## src/fss_pkg.sv

```systemverilog
// Shared types, sizes and the query and name case-folding functions of the fuzzy subsequence scorer.
package fss_pkg;

   localparam int QUERY_MAX = 64;
   localparam int NAME_MAX  = 256;

   localparam int QADDR_W = (QUERY_MAX > 1) ? $clog2(QUERY_MAX) : 1;
   localparam int QLEN_W  = $clog2(QUERY_MAX + 1);
   localparam int POS_W   = $clog2(NAME_MAX + 1);
   localparam int CHAR_W  = 16;
   localparam int CONS_W  = 7;
   localparam int RS_W    = 20;
   localparam int SCORE_W = 15;

   localparam logic [CONS_W-1:0] CONS_MAX = '1;
   localparam int LEN_SHIFT = 5;

   localparam logic [RS_W-1:0] RUN_BASE   = RS_W'(15);
   localparam logic [RS_W-1:0] RUN_STEP   = RS_W'(5);
   localparam logic [RS_W-1:0] WORD_BONUS = RS_W'(8);
   localparam logic signed [RS_W-1:0] SCORE_HI = RS_W'(16383);
   localparam logic signed [RS_W-1:0] SCORE_LO = -RS_W'(16384);

   localparam logic [CHAR_W-1:0] CH_SPACE      = 16'h0020;
   localparam logic [CHAR_W-1:0] CH_UNDERSCORE = 16'h005F;
   localparam logic [CHAR_W-1:0] CH_HYPHEN     = 16'h002D;
   localparam logic [CHAR_W-1:0] CH_DOT        = 16'h002E;

   typedef enum logic [1:0] {
      KIND_CLEAR  = 2'd0,
      KIND_APPEND = 2'd1,
      KIND_NAME   = 2'd2
   } kind_type;

   typedef struct packed {
      logic [1:0]        kind;
      logic [CHAR_W-1:0] char_code;
      logic              last_of_name;
   } item_type;

   typedef struct packed {
      logic               en;
      logic [QADDR_W-1:0] addr;
      logic [CHAR_W-1:0]  data;
   } qwrite_type;

   typedef struct packed {
      logic               valid;
      logic [SCORE_W-1:0] score;
      logic               matched;
      logic               query_too_long;
   } result_type;

   function automatic logic [CHAR_W-1:0] fold_query(input logic [CHAR_W-1:0] c);
      logic [CHAR_W-1:0] r;
      r = c;
      if (c >= 16'h0041 && c <= 16'h005A) r = c + 16'd32;
      else if (c >= 16'h00C0 && c <= 16'h00DE && c != 16'h00D7) r = c + 16'd32;
      else if (c >= 16'h0100 && c <= 16'h0137 && !c[0]) r = c + 16'd1;
      else if (c >= 16'h0139 && c <= 16'h0148 && c[0]) r = c + 16'd1;
      else if (c >= 16'h014A && c <= 16'h0177 && !c[0]) r = c + 16'd1;
      else if (c >= 16'h0179 && c <= 16'h017E && c[0]) r = c + 16'd1;
      else if (c >= 16'h0410 && c <= 16'h042F) r = c + 16'd32;
      else if (c >= 16'h0400 && c <= 16'h040F) r = c + 16'd80;
      else if (c >= 16'h0391 && c <= 16'h03A1) r = c + 16'd32;
      else if (c >= 16'h03A3 && c <= 16'h03A9) r = c + 16'd32;
      return r;
   endfunction

   function automatic logic [CHAR_W-1:0] fold_name(input logic [CHAR_W-1:0] c);
      logic [CHAR_W-1:0] r;
      r = c;
      if (c >= 16'h0041 && c <= 16'h005A) r = c + 16'd32;
      return r;
   endfunction

endpackage

```

## src/fss_query_mem.sv

```systemverilog
// Query character memory: one write port, one registered read port with write bypass.
module fss_query_mem (
   input  logic                       clock,
   input  fss_pkg::qwrite_type        wr,
   input  logic [fss_pkg::QADDR_W-1:0] rd_addr,
   output logic [fss_pkg::CHAR_W-1:0]  rd_data
);
   import fss_pkg::*;

   logic [CHAR_W-1:0] mem [QUERY_MAX];
   logic [CHAR_W-1:0] rd_data_ff;

   always_ff @(posedge clock) begin
      if (wr.en) begin
         mem[wr.addr] <= wr.data;
      end
      if (wr.en && wr.addr == rd_addr) begin
         rd_data_ff <= wr.data;
      end else begin
         rd_data_ff <= mem[rd_addr];
      end
   end

   assign rd_data = rd_data_ff;

endmodule

```

## src/fss_match_core.sv

```systemverilog
// Query bookkeeping and per-character greedy match scoring with its state registers.
module fss_match_core (
   input  logic                        clock,
   input  logic                        reset,
   input  logic                        fire,
   input  fss_pkg::item_type           item,
   input  logic [fss_pkg::CHAR_W-1:0]  qchar,
   output fss_pkg::qwrite_type         wr,
   output logic [fss_pkg::QADDR_W-1:0] rd_addr,
   output fss_pkg::result_type         result
);
   import fss_pkg::*;

   logic [QLEN_W-1:0] qlen_ff, qlen_in;
   logic              ovf_ff, ovf_in;
   logic [QLEN_W-1:0] idx_ff, idx_in;
   logic              lmv_ff, lmv_in;
   logic [POS_W-1:0]  lmp_ff, lmp_in;
   logic [CONS_W-1:0] cons_ff, cons_in;
   logic [RS_W-1:0]   rs_ff, rs_in;
   logic [POS_W-1:0]  pos_ff, pos_in;
   logic [CHAR_W-1:0] prev_ff, prev_in;

   logic [CHAR_W-1:0]      fch;
   logic                   hit;
   logic [POS_W-1:0]       base;
   logic [POS_W-1:0]       gap;
   logic                   bonus;
   logic [RS_W-1:0]        fin;
   logic signed [RS_W-1:0] fin_s;

   always_comb begin
      qlen_in = qlen_ff;
      ovf_in  = ovf_ff;
      idx_in  = idx_ff;
      lmv_in  = lmv_ff;
      lmp_in  = lmp_ff;
      cons_in = cons_ff;
      rs_in   = rs_ff;
      pos_in  = pos_ff;
      prev_in = prev_ff;
      wr      = '0;
      result  = '0;
      fch     = fold_name(item.char_code);
      hit     = (idx_ff < qlen_ff) && (fch == qchar);
      base    = lmv_ff ? lmp_ff + POS_W'(1) : '0;
      gap     = pos_ff - base;
      bonus   = (pos_ff == '0) || (prev_ff == CH_SPACE) || (prev_ff == CH_UNDERSCORE) ||
                (prev_ff == CH_HYPHEN) || (prev_ff == CH_DOT);
      fin     = '0;
      fin_s   = '0;
      if (fire) begin
         case (item.kind)
            KIND_CLEAR: begin
               qlen_in = '0;
               ovf_in  = 1'b0;
            end
            KIND_APPEND: begin
               if (qlen_ff < QLEN_W'(QUERY_MAX)) begin
                  wr.en   = 1'b1;
                  wr.addr = qlen_ff[QADDR_W-1:0];
                  wr.data = fold_query(item.char_code);
                  qlen_in = qlen_ff + QLEN_W'(1);
               end else begin
                  ovf_in = 1'b1;
               end
            end
            KIND_NAME: begin
               if (pos_ff < POS_W'(NAME_MAX)) begin
                  if (hit) begin
                     if (gap == '0) begin
                        if (cons_ff != CONS_MAX) cons_in = cons_ff + CONS_W'(1);
                        rs_in = rs_ff + RUN_BASE + RUN_STEP * RS_W'(cons_in);
                     end else begin
                        cons_in = '0;
                        rs_in   = rs_ff - RS_W'(gap);
                     end
                     if (bonus) rs_in = rs_in + WORD_BONUS;
                     lmv_in = 1'b1;
                     lmp_in = pos_ff;
                     idx_in = idx_ff + QLEN_W'(1);
                  end
                  prev_in = item.char_code;
                  pos_in  = pos_ff + POS_W'(1);
               end
               if (item.last_of_name) begin
                  result.valid          = 1'b1;
                  result.query_too_long = ovf_ff;
                  if (qlen_ff == '0) begin
                     result.matched = 1'b1;
                  end else if (idx_in >= qlen_ff) begin
                     result.matched = 1'b1;
                     fin   = rs_in - RS_W'(pos_in >> LEN_SHIFT);
                     fin_s = $signed(fin);
                     if (fin_s > SCORE_HI) fin_s = SCORE_HI;
                     if (fin_s < SCORE_LO) fin_s = SCORE_LO;
                     result.score = fin_s[SCORE_W-1:0];
                  end
               end
            end
            default: begin
            end
         endcase
         if (item.kind == KIND_CLEAR || item.kind == KIND_APPEND ||
             (item.kind == KIND_NAME && item.last_of_name)) begin
            idx_in  = '0;
            lmv_in  = 1'b0;
            lmp_in  = '0;
            cons_in = '0;
            rs_in   = '0;
            pos_in  = '0;
            prev_in = '0;
         end
      end
   end

   assign rd_addr = idx_in[QADDR_W-1:0];

   always_ff @(posedge clock) begin
      if (reset) begin
         qlen_ff <= '0;
         ovf_ff  <= 1'b0;
         idx_ff  <= '0;
         lmv_ff  <= 1'b0;
         cons_ff <= '0;
         rs_ff   <= '0;
         pos_ff  <= '0;
         prev_ff <= '0;
      end else begin
         qlen_ff <= qlen_in;
         ovf_ff  <= ovf_in;
         idx_ff  <= idx_in;
         lmv_ff  <= lmv_in;
         cons_ff <= cons_in;
         rs_ff   <= rs_in;
         pos_ff  <= pos_in;
         prev_ff <= prev_in;
      end
   end

   always_ff @(posedge clock) begin
      lmp_ff <= lmp_in;
   end

endmodule

```

## src/fuzzy_subsequence_scorer_core.sv

```systemverilog
// Top level of the fuzzy subsequence scorer: input beat register, match core, result register.
// Path: an accepted beat is registered in the input register; when it advances, its result
// is computed combinationally and registered in the result register.
// Throughput: one beat per cycle unless a result not yet taken stalls the pipeline.
// Reset (synchronous, active high) empties the query, the name state and both registers;
// query memory contents are not cleared.
module fuzzy_subsequence_scorer_core (
   input  logic        clock,
   input  logic        reset,
   input  logic        req_tvalid,
   output logic        req_tready,
   input  logic [15:0] req_tdata,   // [15:0] char_code
   input  logic [1:0]  req_tuser,   // [1:0] kind
   input  logic        req_tlast,   // last_of_name
   output logic        rsp_tvalid,
   input  logic        rsp_tready,
   output logic [23:0] rsp_tdata    // [14:0] score, [15] matched, [16] query_too_long
);
   import fss_pkg::*;

   logic                s1_valid_ff, s1_valid_in;
   item_type            s1_item_ff;
   logic                rsp_valid_ff, rsp_valid_in;
   logic [23:0]         rsp_data_ff;
   logic                advance;
   qwrite_type          wr;
   logic [QADDR_W-1:0]  rd_addr;
   logic [CHAR_W-1:0]   qchar;
   result_type          result;

   assign advance     = s1_valid_ff && (!rsp_valid_ff || rsp_tready);
   assign req_tready  = !s1_valid_ff || advance;
   assign s1_valid_in = req_tready ? req_tvalid : s1_valid_ff;

   always_comb begin
      rsp_valid_in = rsp_valid_ff;
      if (advance && result.valid) begin
         rsp_valid_in = 1'b1;
      end else if (rsp_tready) begin
         rsp_valid_in = 1'b0;
      end
   end

   fss_match_core u_core (
      .clock   (clock),
      .reset   (reset),
      .fire    (advance),
      .item    (s1_item_ff),
      .qchar   (qchar),
      .wr      (wr),
      .rd_addr (rd_addr),
      .result  (result)
   );

   fss_query_mem u_mem (
      .clock   (clock),
      .wr      (wr),
      .rd_addr (rd_addr),
      .rd_data (qchar)
   );

   always_ff @(posedge clock) begin
      if (reset) begin
         s1_valid_ff  <= 1'b0;
         rsp_valid_ff <= 1'b0;
      end else begin
         s1_valid_ff  <= s1_valid_in;
         rsp_valid_ff <= rsp_valid_in;
      end
   end

   always_ff @(posedge clock) begin
      if (req_tvalid && req_tready) begin
         s1_item_ff.kind         <= req_tuser;
         s1_item_ff.char_code    <= req_tdata;
         s1_item_ff.last_of_name <= req_tlast;
      end
      if (advance && result.valid) begin
         rsp_data_ff <= {7'd0, result.query_too_long, result.matched, result.score};
      end
   end

   assign rsp_tvalid = rsp_valid_ff;
   assign rsp_tdata  = rsp_data_ff;

endmodule

```

## config.mk

```make
export PLATFORM = sky130hd
export DESIGN_NAME = fuzzy_subsequence_scorer_core
export DESIGN_NICKNAME = d
export VERILOG_FILES = /design/src/fss_pkg.sv /design/src/fss_query_mem.sv /design/src/fss_match_core.sv /design/src/fuzzy_subsequence_scorer_core.sv
export SDC_FILE = /design/constraint.sdc
export NUM_CORES = 1
export LEC_CHECK = 0
export BUFFER_PORTS_ARGS = -buffer_cell sky130_fd_sc_hd__buf_2
export CORE_MARGIN = 4
export CORE_UTILIZATION = 50
export CTS_CLUSTER_DIAMETER = 60
export CTS_CLUSTER_SIZE = 14
export DETAILED_ROUTE_END_ITERATION = 12
export HOLD_SLACK_MARGIN = 0.15
export PLACE_DENSITY = 0.72
export SLEW_MARGIN = 30
export SYNTH_ARGS = -nofsm -noshare
export SYNTH_HDL_FRONTEND = slang
export SYNTH_HIERARCHICAL = 1
export SYNTH_SLANG_ARGS = --single-unit
```

## constraint.sdc

```tcl
create_clock -name clock -period 8.8 [get_ports clock]
set_input_delay 0.44 -clock clock [delete_from_list [all_inputs] [get_ports clock]]
set_output_delay 0.44 -clock clock [all_outputs]
set_load 0.05 [all_outputs]
```

==> results of run 1 <==
## worst paths after layout
check	endpoint	cells past startpoint
worst min-delay path	u_core/idx_ff[6]	3
worst max-delay path	rsp_tdata[0]	24
worst max register to register	rsp_tdata[0]	24
worst min register to register	u_core/ovf_ff	2
## synthesized netlist by cell type, drive strengths merged (40+ instances only)
master and count:
dfxtp 76, inv 58, mux2i 98, xor2 40
xnor2 51, buf 97, nand2 148, nor2b 58
a21oi 99, nand3 72, o21ai 50, a22oi 74
edfxtp 1069, ha 78, nor2 211, clkbuf 71
mux4 224, nand4 40
## critical path, delay by kind of cell (launching register included)
family / cells / cell delay [ns]
AOI/OAI and AO/OA: 9 / 2.36
and+or+nand+nor: 8 / 2.08
muxes: 3 / 1.12
DFF: 1 / 0.84
buffers and inverters: 2 / 0.58
adders and majority gates: 1 / 0.46
xor gates and xnor gates: 1 / 0.20
## state kept, by name, indices dropped and copies added, names as in the netlist, named ones only
name and count:
u_core/pos_ff 9, u_core/qlen_ff 7, u_core/ovf_ff 1, u_mem/mem 1024, u_core/idx_ff 7, s1_item_ff 19, u_core/cons_ff 7, rsp_tvalid 1
u_core/lmv_ff 1, u_core/lmp_ff 9, s1_valid_ff 1, rsp_tdata 17, u_core/prev_ff 16, u_core/rs_ff 20
## metrics by stage
stage | hold WS [ns] | setup WS, ns | util, %
final | 0.408 | 0.916 | 55.7
after global routing | 0.419 | 0.431 | 55.7
after global placement | 0.450 | 0.933 | 52.5
after floorplan | 0.429 | 1.90 | -
after detailed placement | 0.464 | 0.938 | 52.6
after CTS | 0.372 | 0.904 | 55.6
## logic make-up (layout without fill, tap and decap cells)
kind of cell | Yosys count | count (layout) | share of synthesized area [%]
mux | 354 | 354 | 12.8
simple gates | 715 | 715 | 7.32
compound gates | 437 | 437 | 6.32
buf+inv | 226 | 347 | 2.46
other cells | 1 | 7 | 0.00749
flops | 1145 | 1145 | 67.1
fa+ha+maj | 88 | 88 | 2.35
xor+xnor | 91 | 91 | 1.61
## power breakdown
group	internal, mW	leakage, nW	total [mW]	switching [mW]
sequential	5.91	10.1	5.94	0.0327
combinational	0.0497	5.59	0.171	0.121
clock	2.14	1.38	3.99	1.85
total	8.09	17.0	10.1	2.01
## cells in the final DEF (no fill, tap or decap), drive strengths merged, types with 22 or more instances in the layout
cell type    count
edfxtp        1069
mux4           224
nor2           211
nand2          148
buf            134
clkbuf         109
a21oi           99
mux2i           98
ha              78
dfxtp           76
a22oi           74
nand3           72
inv             68
nor2b           58
xnor2           51
o21ai           50
xor2            40
nand4           40
mux2            32
and2            28
nand2b          27
dlygate4sd3     22
a211oi          22
## timing repair
item,in CTS,in global routing
hold buffers,22,0
hold endpoints to repair,21,0
setup endpoints to repair,0,0
## area by class of cell
| type | instances | share of cell area [%] |
|---|---|---|
| clock buffer | 109 | 4.60 |
| clock inverter | 24 | 0.495 |
| timing repair buffer | 156 | 2.23 |
| tap | 1287 | 2.92 |
| multi-input combinational | 1692 | 28.3 |
| sequential | 1145 | 61.1 |
| inverter | 58 | 0.395 |
## layer usage
metal	GRT usage [%]	share of wire, %	up-vias
met3	5.33	10	252
met1	32.9	40	14900
met2	35.5	46	1634
li1	-	-	12300
met5	0	0.011	-
met4	8.46	3.8	2
==> flow_summary_export.csv, run 1 <==
group,metric,value,unit
logic_synthesis,synth-edff-count,1069,
sta,finalHoldViolCount,0,
final_layout,design_area,0.0551,mm^2
logic_synthesis,synth_top_area_share,64.1,%
cts,cts-resized-gates,0,
die,fp.dieArea,0.105,mm^2
setup_path,cp_max_fo,42,
power_and_ir_drop,vdd_drop_max,0.161,mV
cts,post_cts_buffers,0,
logic_synthesis,ys_warn_count,6,
final_layout,area_growth,9.91,%
drt,avgRoutedWirePerCell,27.5,um
final_layout,multiInputGateArea,0.0156,mm^2
sta,slew_viol_final,0,
power_and_ir_drop,power_density,183,mW/mm^2
die,initial_core_util,50.7,%
grt,grt_pass1_wl,186000,um
logic_synthesis,ys_seq_elements,1145,
setup_path,max_stage_delay,0.84,ns
die,die_h,325,um
placement,gp_congestion,0.938,
drt,wl,123000,um
setup_path,cp_cell_sequence,"buf_4, mux4_1, mux2i_1, a22oi_1, a31oi_1, a311oi_1, xor2_1, nor4_1, and4_1, o211a_4, nor2_1, a31oi_1, inv_1, fa_1, nor2b_1, o21ai_0, nand2b_1, a21oi_1, and2b_1, and3_1, mux2_2, or4_1, a21o_1, a21oi_1",
sta,fmax,0.127,GHz
final_layout,nets,3262,
grt,grt_pass1_vias,28900,
sta,min_period,7.88,ns
cts,clock_sinks,1145,
placement,placed_area,0.0520,mm^2
logic_synthesis,synthTopCellsByArea,"edfxtp_1 (64%), mux4_2 (9.7%), dfxtp_1 (3.0%), mux2i_1 (2.0%), ha_1 (1.9%)",
die,die_w,325,um
hold_path,hold_start,"reset",
hold_path,hold_path.class,"in2reg",
grt,groute.usage.overall,23.2,%
logic_synthesis,synth.distinct_cells,109,
logic_synthesis,synthCells,3057,
job,drv_cap,0,
sta,finalSetupViolations,0,
die,coreArea,0.0989,mm^2
die,row_count,115,
setup_path,arrival,8.39,ns
setup_path,cp-end-kind,"register",
logic_synthesis,syn_area,0.0501,mm^2
sta,fin_skew,0.0285,ns
placement,dp_hpwl,77500,um
logic_synthesis,ys_seq_area_share,67.1,%
setup_path,crit_slowest_cell,"dfxtp_4",
final_layout,diodes,0,
sta,slew_headroom,25.0,%
setup_path,start_kind,"register",
grt,grt_overflow,0,
cts,clockBufferDepth,3,
logic_synthesis,syn_area_per_cell,16.4,um^2
cts,clk_latency,0.68,ns
final_layout,fin_cells,4471,
logic_synthesis,yosysTopAreaCell,"edfxtp_1",
setup_path,critical_path_class,"reg2reg",
cts,cts.clk_slew.worst_paths,0.07,ns
placement,port_buffers,41,
sta,tightestPinTransition,1.12,ns
drt,remaining_drc_errors,0,
die,num_io_pins,49,
drt,drtPass1Iterations,6,
setup_path,crit_required,9.30,ns
cts,root_buffer,"clkbuf_16",
drt,drtIter0Drc,3827,
final_layout,drive_gt1_share,19.4,%
placement,dpl.cell_count,4316,
logic_synthesis,synthArstFlopShare,0,%
final_layout,seqCellArea,0.0336,mm^2
drt,drtAntennaViolNets,0,
drt,vias_per_cell,6.50,
cts,cts_max_level,3,
cts,cts_tree,"built",
sta,fin_tns_setup,0,ns
final_layout,fillCellCount,7382,
outcome,outcome,"completed",
grt,grt_max_degree,65,
cts,numCtsBuffers,98,
sta,fin_crit_sh,89.6,%
drt,dr_total_vias,29100,
sta,rsz0062_at_grt,"no",
power_and_ir_drop,power,10.1,mW
grt,antenna_found_initial,2,
setup_path,r2r_slack,0.92,ns
logic_synthesis,synth-main-ff-cell,"edfxtp_1",
power_and_ir_drop,p_leak,17.0,nW
Power figures use the tool's default switching activity.
==> inputs of run 2 (changes only) <==
--- a/config.mk
+++ b/config.mk
@@ -6,6 +6,7 @@
 export NUM_CORES = 1
 export LEC_CHECK = 0
 export BUFFER_PORTS_ARGS = -buffer_cell sky130_fd_sc_hd__buf_2
+export CORE_ASPECT_RATIO = 1.75
 export CORE_MARGIN = 4
 export CORE_UTILIZATION = 50
 export CTS_CLUSTER_DIAMETER = 60
==> run 2 against run 1 <==
Utilization fell by 0.43 points. Worst hold slack got worse by 0.041 ns. Worst setup slack better by 0.17 ns. Sequential share of layout area increased by 0.16 points. Clock skew rose by 0.014 ns. Global-route usage rose by 1.1 points. Clock-buffer cell count rose by 10. Total power down 1.9%. Critical endpoint unchanged.
==> flow_summary_export.csv, run 2 (same netlist as run 1, synthesis figures left out) <==
group,metric,value,unit
setup_path,cp-end-kind,"register",
final_layout,nets,3264,
drt,avgRoutedWirePerCell,28.5,um
cts,clock_sinks,1145,
setup_path,cp_top_family,"simple AND/OR/NAND/NOR gates",
placement,gp_congestion,0.951,
setup_path,cp_cell_sequence,"buf_12, mux4_2, mux2_2, nand2_1, nand4_1, and4_1, xor2_1, nor4_1, and4_1, o211a_4, nor2_1, a31oi_1, inv_1, fa_1, nor2b_1, o21ai_0, nand2b_1, a21oi_1, and2b_1, and3_1, mux2_2, or4_1, a21o_1, a21oi_1",
drt,dr_total_vias,28600,
cts,cts_tree,"built",
die,row_count,153,
placement,dp_hpwl,83200,um
sta,slew_headroom,28.8,%
die,fp.dieArea,0.106,mm^2
cts,cts_max_level,3,
sta,slew_viol_final,0,
power_and_ir_drop,power_density,180,mW/mm^2
hold_path,hold_path.class,"in2reg",
grt,grt_pass1_vias,29500,
sta,min_period,7.71,ns
setup_path,start_kind,"register",
power_and_ir_drop,p_leak,16.9,nW
final_layout,largest_reg_flops,1024,
power_and_ir_drop,vdd_drop_max,0.154,mV
final_layout,mostFrequentLayoutCells,"edfxtp_1 (1069), mux4_2 (216), nor2_1 (178)",
cts,cts.clk_slew.worst_paths,0.07,ns
outcome,outcome,"completed",
final_layout,top_register,"u_mem/mem",
die,coreArea,0.0994,mm^2
setup_path,critical_path_class,"reg2reg",
cts,cts-resized-gates,0,
sta,fin_tns_setup,0,ns
grt,grt_max_degree,75,
final_layout,fin_cells,4506,
grt,grt_pass1_wl,190000,um
job,drv_cap,0,
cts,numCtsBuffers,92,
die,die_h,427,um
final_layout,drive_gt1_share,18.9,%
die,die_w,247,um
placement,dpl.cell_count,4353,
sta,finalSetupViolations,0,
drt,remaining_drc_errors,0,
final_layout,fillCellCount,7439,
setup_path,max_stage_delay,0.97,ns
sta,finalHoldViolCount,0,
drt,drtAntennaViolNets,0,
cts,clockBufferDepth,3,
drt,drtIter0Drc,2965,
cts,post_cts_buffers,0,
drt,drtPass1Iterations,6,
cts,root_buffer,"clkbuf_16",
setup_path,crit_required,9.34,ns
sta,tightestPinTransition,1.06,ns
cts,clk_latency,0.71,ns
grt,grt_overflow,0,
final_layout,final_common_cell,"edfxtp_1",
setup_path,path_buf_inv,2,
cts,cts_hold_buf,22,
final_layout,largest_registers,"u_mem/mem x1024, u_core/rs_ff x20, s1_item_ff x19",
sta,fin_skew,0.0422,ns
final_layout,area_growth,9.62,%
sta,fmax,0.130,GHz
drt,wl,128000,um
drt,vias_per_cell,6.34,
setup_path,arrival,8.26,ns
grt,groute.usage.overall,24.3,%
sta,fin_crit_sh,87.6,%
placement,port_buffers,41,
sta,rsz0062_at_grt,"no",
grt,antenna_found_initial,4,
setup_path,crit_slowest_cell,"dfxtp_4",
setup_path,cp_max_fo,74,
die,num_io_pins,49,
sta,hold_ws,0.366,ns
power_and_ir_drop,power,9.91,mW
die,initial_core_util,50.4,%
[run 2: changes by cell type in the layout (fill, tap and decap cells not counted), moves of 4 or more]
| cell | delta |
|---|---|
| buf_4 | +10 |
| clkbuf_1 | +18 |
| clkbuf_16 | -6 |
| clkinv_16 | +4 |
| clkinv_2 | -4 |
| inv_6 | -4 |
| nor2_1 | +4 |
[run 2: worst reg2reg max path, stage by stage (launching register included)]
cell and delay, ns:
dfxtp_4 0.97, buf_12 0.41, mux4_2 0.58, mux2_2 0.29, nand2_1 0.08, nand4_1 0.35
and4_1 0.34, xor2_1 0.16, nor4_1 0.42, and4_1 0.37, o211a_4 0.33, nor2_1 0.07
a31oi_1 0.30, inv_1 0.11, fa_1 0.47, nor2b_1 0.11, o21ai_0 0.08, nand2b_1 0.23
a21oi_1 0.11, and2b_1 0.22, and3_1 0.20, mux2_2 0.27, or4_1 0.49, a21o_1 0.37
a21oi_1 0.23
[run 2: where the power goes]
part	switching (mW)	internal, mW	leakage [nW]
combinational	0.127	0.0500	5.63
sequential	0.0347	5.90	10.1
clock	1.86	1.94	1.25
[run 2: layout make-up]
class	instances	area [um^2]	share of cell area, %
Antenna cell	3	7.51	0.0137
Clock buffer	119	2420	4.42
Clock inverter	8	166	0.303
Inverter	58	218	0.396
Multi-Input combinational cell	1692	15500	28.3
Sequential cell	1145	33600	61.3
Tap cell	1317	1650	3.00
Timing Repair Buffer	164	1270	2.31
[run 2: stage by stage]
| stage | setup WS (ns) | utilization, % | area [um^2] |
|---|---|---|---|
| 2_1_floorplan | 1.90 | - | 50100 |
| 3_3_place_gp | 1.00 | 52.3 | 52000 |
| 3_5_place_dp | 1.06 | 52.4 | 52000 |
| 4_1_cts | 1.02 | 55.2 | 54900 |
| 5_1_grt | 0.521 | 55.3 | 54900 |
| 6_report | 1.09 | 55.3 | 54900 |
[run 2: path summary, 6_finish.rpt]
| check | from | endpoint | slack (ns) | depth (start not counted) |
|---|---|---|---|---|
| min | reset | u_core/prev_ff[4] | 0.37 | 3 |
| min reg2reg | u_core/prev_ff[14] | u_core/prev_ff[14] | 0.50 | 2 |
| max | register | rsp_tdata[0] | 1.09 | 24 |
| max reg2reg | register | rsp_tdata[0] | 1.09 | 24 |
[run 2: per-layer routing]
layer / track usage [%] / up-vias / wire length (um)
met5: 0 / - / 23
met4: 14.6 / 4 / 8870
met3: 3.86 / 373 / 8500
met1: 27.5 / 14700 / 44000
met2: 43.2 / 1263 / 66800
li1: - / 12300 / -
